## src/sv/btpc_pkg.sv

```systemverilog
// Shared constants and payload types for the barometric compensation block.
package btpc_pkg;

   // Configuration register indexes
   localparam logic [2:0] CSR_OSS  = 3'd0;
   localparam logic [2:0] CSR_AC12 = 3'd1;
   localparam logic [2:0] CSR_AC34 = 3'd2;
   localparam logic [2:0] CSR_AC56 = 3'd3;
   localparam logic [2:0] CSR_B12  = 3'd4;
   localparam logic [2:0] CSR_MCMD = 3'd5;

   // Divider geometries: temperature and pressure
   localparam int T_NUM_W = 27;
   localparam int T_DEN_W = 18;
   localparam int P_NUM_W = 32;
   localparam int P_DEN_W = 17;

   // Compensation constants
   localparam logic signed [28:0] B6_OFFSET  = 29'sd4000;
   localparam logic [15:0]        PRES_SCALE = 16'd50000;
   localparam logic [11:0]        PRES_C1    = 12'd3038;
   localparam logic [12:0]        PRES_C2    = 13'd7357;
   localparam logic signed [47:0] PRES_C3    = 48'sd3791;
   localparam logic [31:0]        X3_OFFSET  = 32'd32768;
   localparam logic signed [47:0] PRES_MAX   = 48'sd262143;
   localparam logic signed [25:0] TEMP_MAX   = 26'sd32767;
   localparam logic signed [25:0] TEMP_MIN   = -26'sd32768;

   // Side data carried through the temperature divider
   typedef struct packed {
      logic [18:0]        up;
      logic signed [18:0] x1;
      logic               qneg;
      logic               terr;
   } tpay_type;

   // Side data carried between the two dividers
   typedef struct packed {
      logic [18:0]        up;
      logic signed [28:0] b5;
      logic               err;
   } side_type;

   // Side data carried through the pressure divider
   typedef struct packed {
      logic               hi;
      logic               err;
      logic signed [28:0] b5;
   } ppay_type;

   // Side data carried after the pressure divider
   typedef struct packed {
      logic               err;
      logic signed [28:0] b5;
   } post_type;

endpackage

```

## src/sv/btpc_div.sv

```systemverilog
// Pipelined restoring unsigned divider, one quotient bit per stage.
module btpc_div
   import btpc_pkg::*;
#(
   parameter int NUM_W = T_NUM_W,
   parameter int DEN_W = T_DEN_W,
   parameter int PAY_W = 1
) (
   input  logic             clock,
   input  logic             reset,
   input  logic             en,
   input  logic             in_valid,
   input  logic [NUM_W-1:0] in_num,
   input  logic [DEN_W-1:0] in_den,
   input  logic [PAY_W-1:0] in_pay,
   output logic             out_valid,
   output logic [NUM_W-1:0] out_quo,
   output logic [PAY_W-1:0] out_pay
);

   logic             v_ff   [NUM_W];
   logic [DEN_W-1:0] rem_ff [NUM_W];
   logic [NUM_W-1:0] nq_ff  [NUM_W];
   logic [DEN_W-1:0] den_ff [NUM_W];
   logic [PAY_W-1:0] pay_ff [NUM_W];

   for (genvar g = 0; g < NUM_W; g++) begin : g_stage
      logic             pv;
      logic [DEN_W-1:0] prem;
      logic [DEN_W-1:0] pden;
      logic [NUM_W-1:0] pnq;
      logic [PAY_W-1:0] ppay;
      logic [DEN_W:0]   trial;
      logic [DEN_W:0]   diff;
      logic             ge;
      logic [DEN_W-1:0] rem_in;
      logic [NUM_W-1:0] nq_in;

      // Pick up the previous stage or the input port
      if (g == 0) begin : g_first
         assign pv   = in_valid;
         assign prem = '0;
         assign pden = in_den;
         assign pnq  = in_num;
         assign ppay = in_pay;
      end else begin : g_next
         assign pv   = v_ff[g-1];
         assign prem = rem_ff[g-1];
         assign pden = den_ff[g-1];
         assign pnq  = nq_ff[g-1];
         assign ppay = pay_ff[g-1];
      end

      // Shift in the next numerator bit and try a subtract
      always_comb begin
         trial  = {prem, pnq[NUM_W-1]};
         diff   = trial - {1'b0, pden};
         ge     = (trial >= {1'b0, pden});
         rem_in = ge ? diff[DEN_W-1:0] : trial[DEN_W-1:0];
         nq_in  = {pnq[NUM_W-2:0], ge};
      end

      always_ff @(posedge clock) begin
         if (reset) begin
            v_ff[g] <= 1'b0;
         end else if (en) begin
            v_ff[g] <= pv;
         end
      end

      always_ff @(posedge clock) begin
         if (en) begin
            rem_ff[g] <= rem_in;
            nq_ff[g]  <= nq_in;
            den_ff[g] <= pden;
            pay_ff[g] <= ppay;
         end
      end
   end

   assign out_valid = v_ff[NUM_W-1];
   assign out_quo   = nq_ff[NUM_W-1];
   assign out_pay   = pay_ff[NUM_W-1];

   // Remainder must end below a nonzero divisor
   a_rem_bound: assert property (@(posedge clock) disable iff (reset)
      v_ff[NUM_W-1] && (den_ff[NUM_W-1] != '0) |-> rem_ff[NUM_W-1] < den_ff[NUM_W-1])
      else $error("divider remainder not below divisor");

   // A stall holds the final stage
   a_stall_hold: assert property (@(posedge clock) disable iff (reset)
      !en |=> $stable(out_valid) && $stable(out_quo))
      else $error("divider output moved during stall");

   // Reset empties the final stage
   a_reset_empty: assert property (@(posedge clock)
      reset |=> !out_valid)
      else $error("divider output valid right after reset");

endmodule
```

## config.mk

```make
export PLATFORM = sky130hd
export DESIGN_NAME = btpc_div
export DESIGN_NICKNAME = d
export VERILOG_FILES = /design/src/sv/btpc_pkg.sv /design/src/sv/btpc_div.sv
export SDC_FILE = /design/constraint.sdc
export NUM_CORES = 2
export LEC_CHECK = 0
export BUFFER_PORTS_ARGS = -buffer_cell sky130_fd_sc_hd__buf_2
export CORE_MARGIN = 2
export CORE_UTILIZATION = 45
export CTS_CLUSTER_DIAMETER = 200
export CTS_CLUSTER_SIZE = 40
export DETAILED_ROUTE_END_ITERATION = 10
export MAX_ROUTING_LAYER = met4
export PLACE_DENSITY_LB_ADDON = 0.15
export SYNTH_ARGS = -nofsm -noshare
export SYNTH_HDL_FRONTEND = slang
export SYNTH_SLANG_ARGS = --single-unit
export TNS_END_PERCENT = 5
```

## constraint.sdc

```tcl
create_clock -name clock -period 3.4 [get_ports clock]
set_input_delay 0.34 -clock clock [delete_from_list [all_inputs] [get_ports clock]]
set_output_delay 0.34 -clock clock [all_outputs]
set_load 0.005 [all_outputs]
```

==> results.py <==
metrics = {
    "finish": {
        "stdcell_area_um2": 86300,
        "number_of_antenna_repair_diodes": 0,
        "proportion_of_layout_cells_with_a_drive_suffix_above_1": 0.0988,
        "fin_nets": 6629,
        "syn2layout_area_growth_pct": 7.46,
        "finalCoreUtilization": 0.486,
    },
    "timing": {
        "finalHoldViolations": 0,
        "report.final.setup_viol": 0,
        "rsz0062_at_grt": "true",
        "final.min_clock_period_ns": 3.30,
        "relSlewSlack": 0.405,
        "clock-skew-final_ns": 0.0458,
        "achievable-frequency_mhz": 303,
        "slew_of_the_pin_with_the_lowest_slew_margin_ns": 0.870,
        "number_of_max_slew_violations_in_the_final_report": 0,
        "finalCritPeriodShare": 0.969,
    },
    "logic_synthesis": {
        "sequential_area_share_after_synthesis": 0.642,
        "yosys.cell_types.count": 93,
        "synth_edf_count": 1719,
        "syn_inst": 5887,
        "ys_seq_elements": 1719,
        "synth_area_per_cell_um2": 13.6,
        "syn_nets": 6432,
        "postSynth.asyncResetShare": 0,
        "yosys_warnings": 0,
        "postSynth.topFlopCell": "sky130_fd_sc_hd__edfxtp_1",
        "synth.cell_area_um2": 80300,
    },
    "routing": {
        "postRouteWirelength_mm": 151,
        "drt-initial-drc-count": 3237,
        "drt_drc_violations_left": 0,
        "detail_route.wl_per_cell_um": 17.9,
        "top_signal_layer_used": "met4",
        "via_density_per_instance": 5.30,
        "met2_wire_len_mm": 74.0,
        "route.layer.met1.wl_mm": 70.2,
        "firstDrtPassIters": 5,
        "antenna_left": 0,
        "met3RoutedLength_mm": 4.21,
        "detailroute.via_count": 44700,
    },
    "floorplanning": {
        "initial_utilization": 0.452,
        "die_outline_area_um2": 182000,
        "coreArea_um2": 178000,
        "rows": 155,
        "floorplan.io_pins": 79,
        "dieHeight_um": 427,
        "die_width_um": 427,
    },
    "clocking": {
        "post_cts_buffers": 0,
        "cts-buffers-inserted": 48,
        "max-clock-path-buffers": 3,
        "cts_sinks": 1719,
        "worst_setup_hold_path_clk_slew_ns": 0.14,
        "cts_tree": "yes",
        "cts-root-buf": "sky130_fd_sc_hd__clkbuf_16",
        "h-tree-depth": 2,
        "clkLatencyLatePin_ns": 0.73,
    },
    "place": {
        "buffer_ports.inserted": 78,
        "hpwl_detailed_mm": 110,
        "globalplace.congestion": 0.893,
        "detailed_place.area_um2": 84500,
    },
    "pwr": {
        "power_report.internal_total_mw": 45.8,
        "net_switching_power_of_the_design_mw": 24.3,
        "static-leakage-power_nw": 33.0,
        "power_frac_comb": 0.430,
        "power.density_nw_per_um2": 812,
        "power.share.clock": 0.120,
        "power_frac_seq": 0.451,
        "swShare": 0.346,
        "power.ir.vdd_worst_v": 0.000476,
    },
    "worst_setup_path": {
        "crit_path_max_delay_cell_type": "sky130_fd_sc_hd__a2111o_1",
        "arrival_ns": 3.78,
        "setup.worst_path.start_class": "flop",
        "cp_peak_stage_delay_ns": 0.46,
        "crit-reg2reg-launch": "den_ff[4][1]",
        "critical_path.endpoint_type": "flop",
        "setup.reg_to_reg.worst_slack_ns": 0.10,
        "crit_fanout": 19,
        "timing.critical_path.required_ns": 3.89,
        "reg2reg_depth": 11,
        "critical_path.reg2reg.endpoint": "rem_ff[5][5]",
        "path_class": "flop to flop",
        "crit_path_cell_trace": "inv_1 -> ha_1 -> nor2b_1 -> o2111ai_1 -> nand3_1 -> a21oi_2 -> a211oi_1 -> a41o_1 -> a2111o_1 -> buf_12 -> mux2_2",
    },
    "hold_path": {
        "min_delay_path_depth": 1,
        "timing.hold.worst.start": "en",
        "worstHoldPathType": "primary input to flop",
        "whs_endpoint": "nq_ff[0][17]",
    },
    "global_routing": {
        "grt_overflow_total": 0,
        "grt_pass1_vias": 43400,
        "grt_max_degree": 131,
        "grt_pass1_wl_mm": 240,
        "globalRouteTotalUtil": 0.169,
        "antenna_found_initial": 1,
    },
    "flow_run": {
        "timing.max_cap.violations": 0,
    },
    "status": {
        "run_status": "complete, no violations",
    },
}
[sequential cells by signal, indices dropped and copies added (netlist names)]
register and count:
nq_ff 729, den_ff 468, rem_ff 468, pay_ff 27, v_ff 27
[cells in the final DEF, fill, tap and decap left out, types with 39 or more instances in the layout]
cell,instances
sky130_fd_sc_hd__mux2_2,270
sky130_fd_sc_hd__and2_1,39
sky130_fd_sc_hd__a21oi_1,358
sky130_fd_sc_hd__nor2_1,275
sky130_fd_sc_hd__inv_1,599
sky130_fd_sc_hd__xnor2_1,214
sky130_fd_sc_hd__ha_1,470
sky130_fd_sc_hd__a21o_1,173
sky130_fd_sc_hd__edfxtp_1,1719
sky130_fd_sc_hd__nand2b_1,62
sky130_fd_sc_hd__buf_4,94
sky130_fd_sc_hd__nand2_1,282
sky130_fd_sc_hd__xor2_1,114
sky130_fd_sc_hd__nand4_1,56
sky130_fd_sc_hd__clkbuf_16,48
sky130_fd_sc_hd__nand3_1,107
sky130_fd_sc_hd__buf_2,77
sky130_fd_sc_hd__a211oi_1,45
sky130_fd_sc_hd__nor2b_1,57
sky130_fd_sc_hd__nor3_1,50
sky130_fd_sc_hd__o21a_1,56
sky130_fd_sc_hd__dlygate4sd3_1,47
sky130_fd_sc_hd__o21ai_0,303
[critical path: cells and delay by family, from the launching register on]
family	cells	cell delay (ns)
AO/OA/AOI/OAI	5	1.43
flip-flops	1	0.45
AND/OR/NAND/NOR	2	0.33
adder cells (fa/ha/maj)	1	0.27
buffers and inverters	2	0.29
multiplexers	1	0.28
[how the worst max path moves through the flow]
| stage | cells after the start | slack [ns] | endpoint | startpoint |
|---|---|---|---|---|
| global route | 12 | -0.01 | rem_ff[3][16] | nq_ff[2][26] |
| global placement | 11 | -0.004 | rem_ff[24][16] | nq_ff[23][26] |
| finish | 11 | 0.10 | rem_ff[5][5] | den_ff[4][1] |
| floorplan | 11 | 0.26 | rem_ff[24][16] | nq_ff[23][26] |
| detailed placement | 11 | -0.01 | rem_ff[24][16] | nq_ff[23][26] |
| CTS | 11 | 0.004 | rem_ff[24][16] | nq_ff[23][26] |
[timing repair]
action	4_1_cts	5_1_grt
setup endpoints to repair	1	69
pin swaps	0	3
endpoints found under the hold margin	47	0
resized for setup	2	18
hold buffers	47	0
[cell families after synthesis]
logic type,synth area share
AO/OA/AOI/OAI,0.103
XOR/XNOR,0.0358
adder cells (fa/ha/maj),0.0794
buffers and inverters,0.0336
flip-flops,0.642
multiplexers,0.0418
AND/OR/NAND/NOR,0.0637
[Yosys cell counts, drive strengths merged, types with 13 or more instances]
| cell | n | area share |
|---|---|---|
| fa | 25 | 0.0062 |
| mux2i | 19 | 0.0024 |
| nor4 | 21 | 0.0017 |
| and2 | 39 | 0.0030 |
| a211oi | 48 | 0.0048 |
| o21a | 56 | 0.0052 |
| nor2b | 58 | 0.0046 |
| xnor2 | 214 | 0.023 |
| o31ai | 24 | 0.0023 |
| nand2b | 62 | 0.0048 |
| o31a | 28 | 0.0031 |
| nor3 | 50 | 0.0031 |
| nand2 | 283 | 0.013 |
| and3 | 29 | 0.0023 |
| mux2 | 279 | 0.039 |
| o41ai | 13 | 0.0017 |
| a21oi | 365 | 0.023 |
| buf | 24 | 0.0021 |
| nor2 | 275 | 0.013 |
| clkbuf | 75 | 0.0035 |
| ha | 470 | 0.073 |
| edfxtp | 1719 | 0.64 |
| inv | 600 | 0.028 |
| nand3 | 107 | 0.0067 |
| a41oi | 15 | 0.0016 |
| a21boi | 21 | 0.0020 |
| o22ai | 26 | 0.0021 |
| nand4 | 56 | 0.0044 |
| o21bai | 34 | 0.0032 |
| a31oi | 34 | 0.0026 |
| o211ai | 20 | 0.0019 |
| o21ai | 317 | 0.020 |
| or2 | 14 | 0.0011 |
| a21o | 173 | 0.016 |
| xor2 | 114 | 0.012 |
[routing by layer]
layer / vias to the layer above / GRT usage
met3: 127 / 0.0147
met4: 0 / 0.0328
met2: 604 / 0.281
met5: - / -
li1: 22200 / -
met1: 21800 / 0.229
[stage by stage]
stage               total power, mW  hold WS (ns)  cells  worst slack, ns   TNS, ns
finish                         70.1        0.0757   8440            0.104         0
global route                   75.2        0.0380   8440          -0.0115   -0.0182
CTS                            70.7        0.0442   8440          0.00409         0
detailed placement             62.0         0.405   8342          -0.0143   -0.0143
global placement               61.7         0.401   8342         -0.00350  -0.00350
floorplan                      53.7         0.400   5887            0.263         0
[area by class of cell]
cell class	count	area [um^2]
clock buffer	49	1200
clock inverter	2	25.0
fill	15300	91500
inverter	600	2250
multi-input combinational	3469	26200
sequential	1719	51600
tap	2355	2950
timing repair buffer	246	2120
[power by group through the flow]
stage	sequential (mW)	clock (mW)	combinational (mW)
6_report	31.6	8.38	30.1
5_1_grt	32.0	9.51	33.6
4_1_cts	31.8	8.93	30.0
3_5_place_dp	32.2	0	29.8
3_3_place_gp	32.2	0	29.5
2_1_floorplan	30.8	0	22.9
No activity file was read; power rests on OpenSTA's default activity.
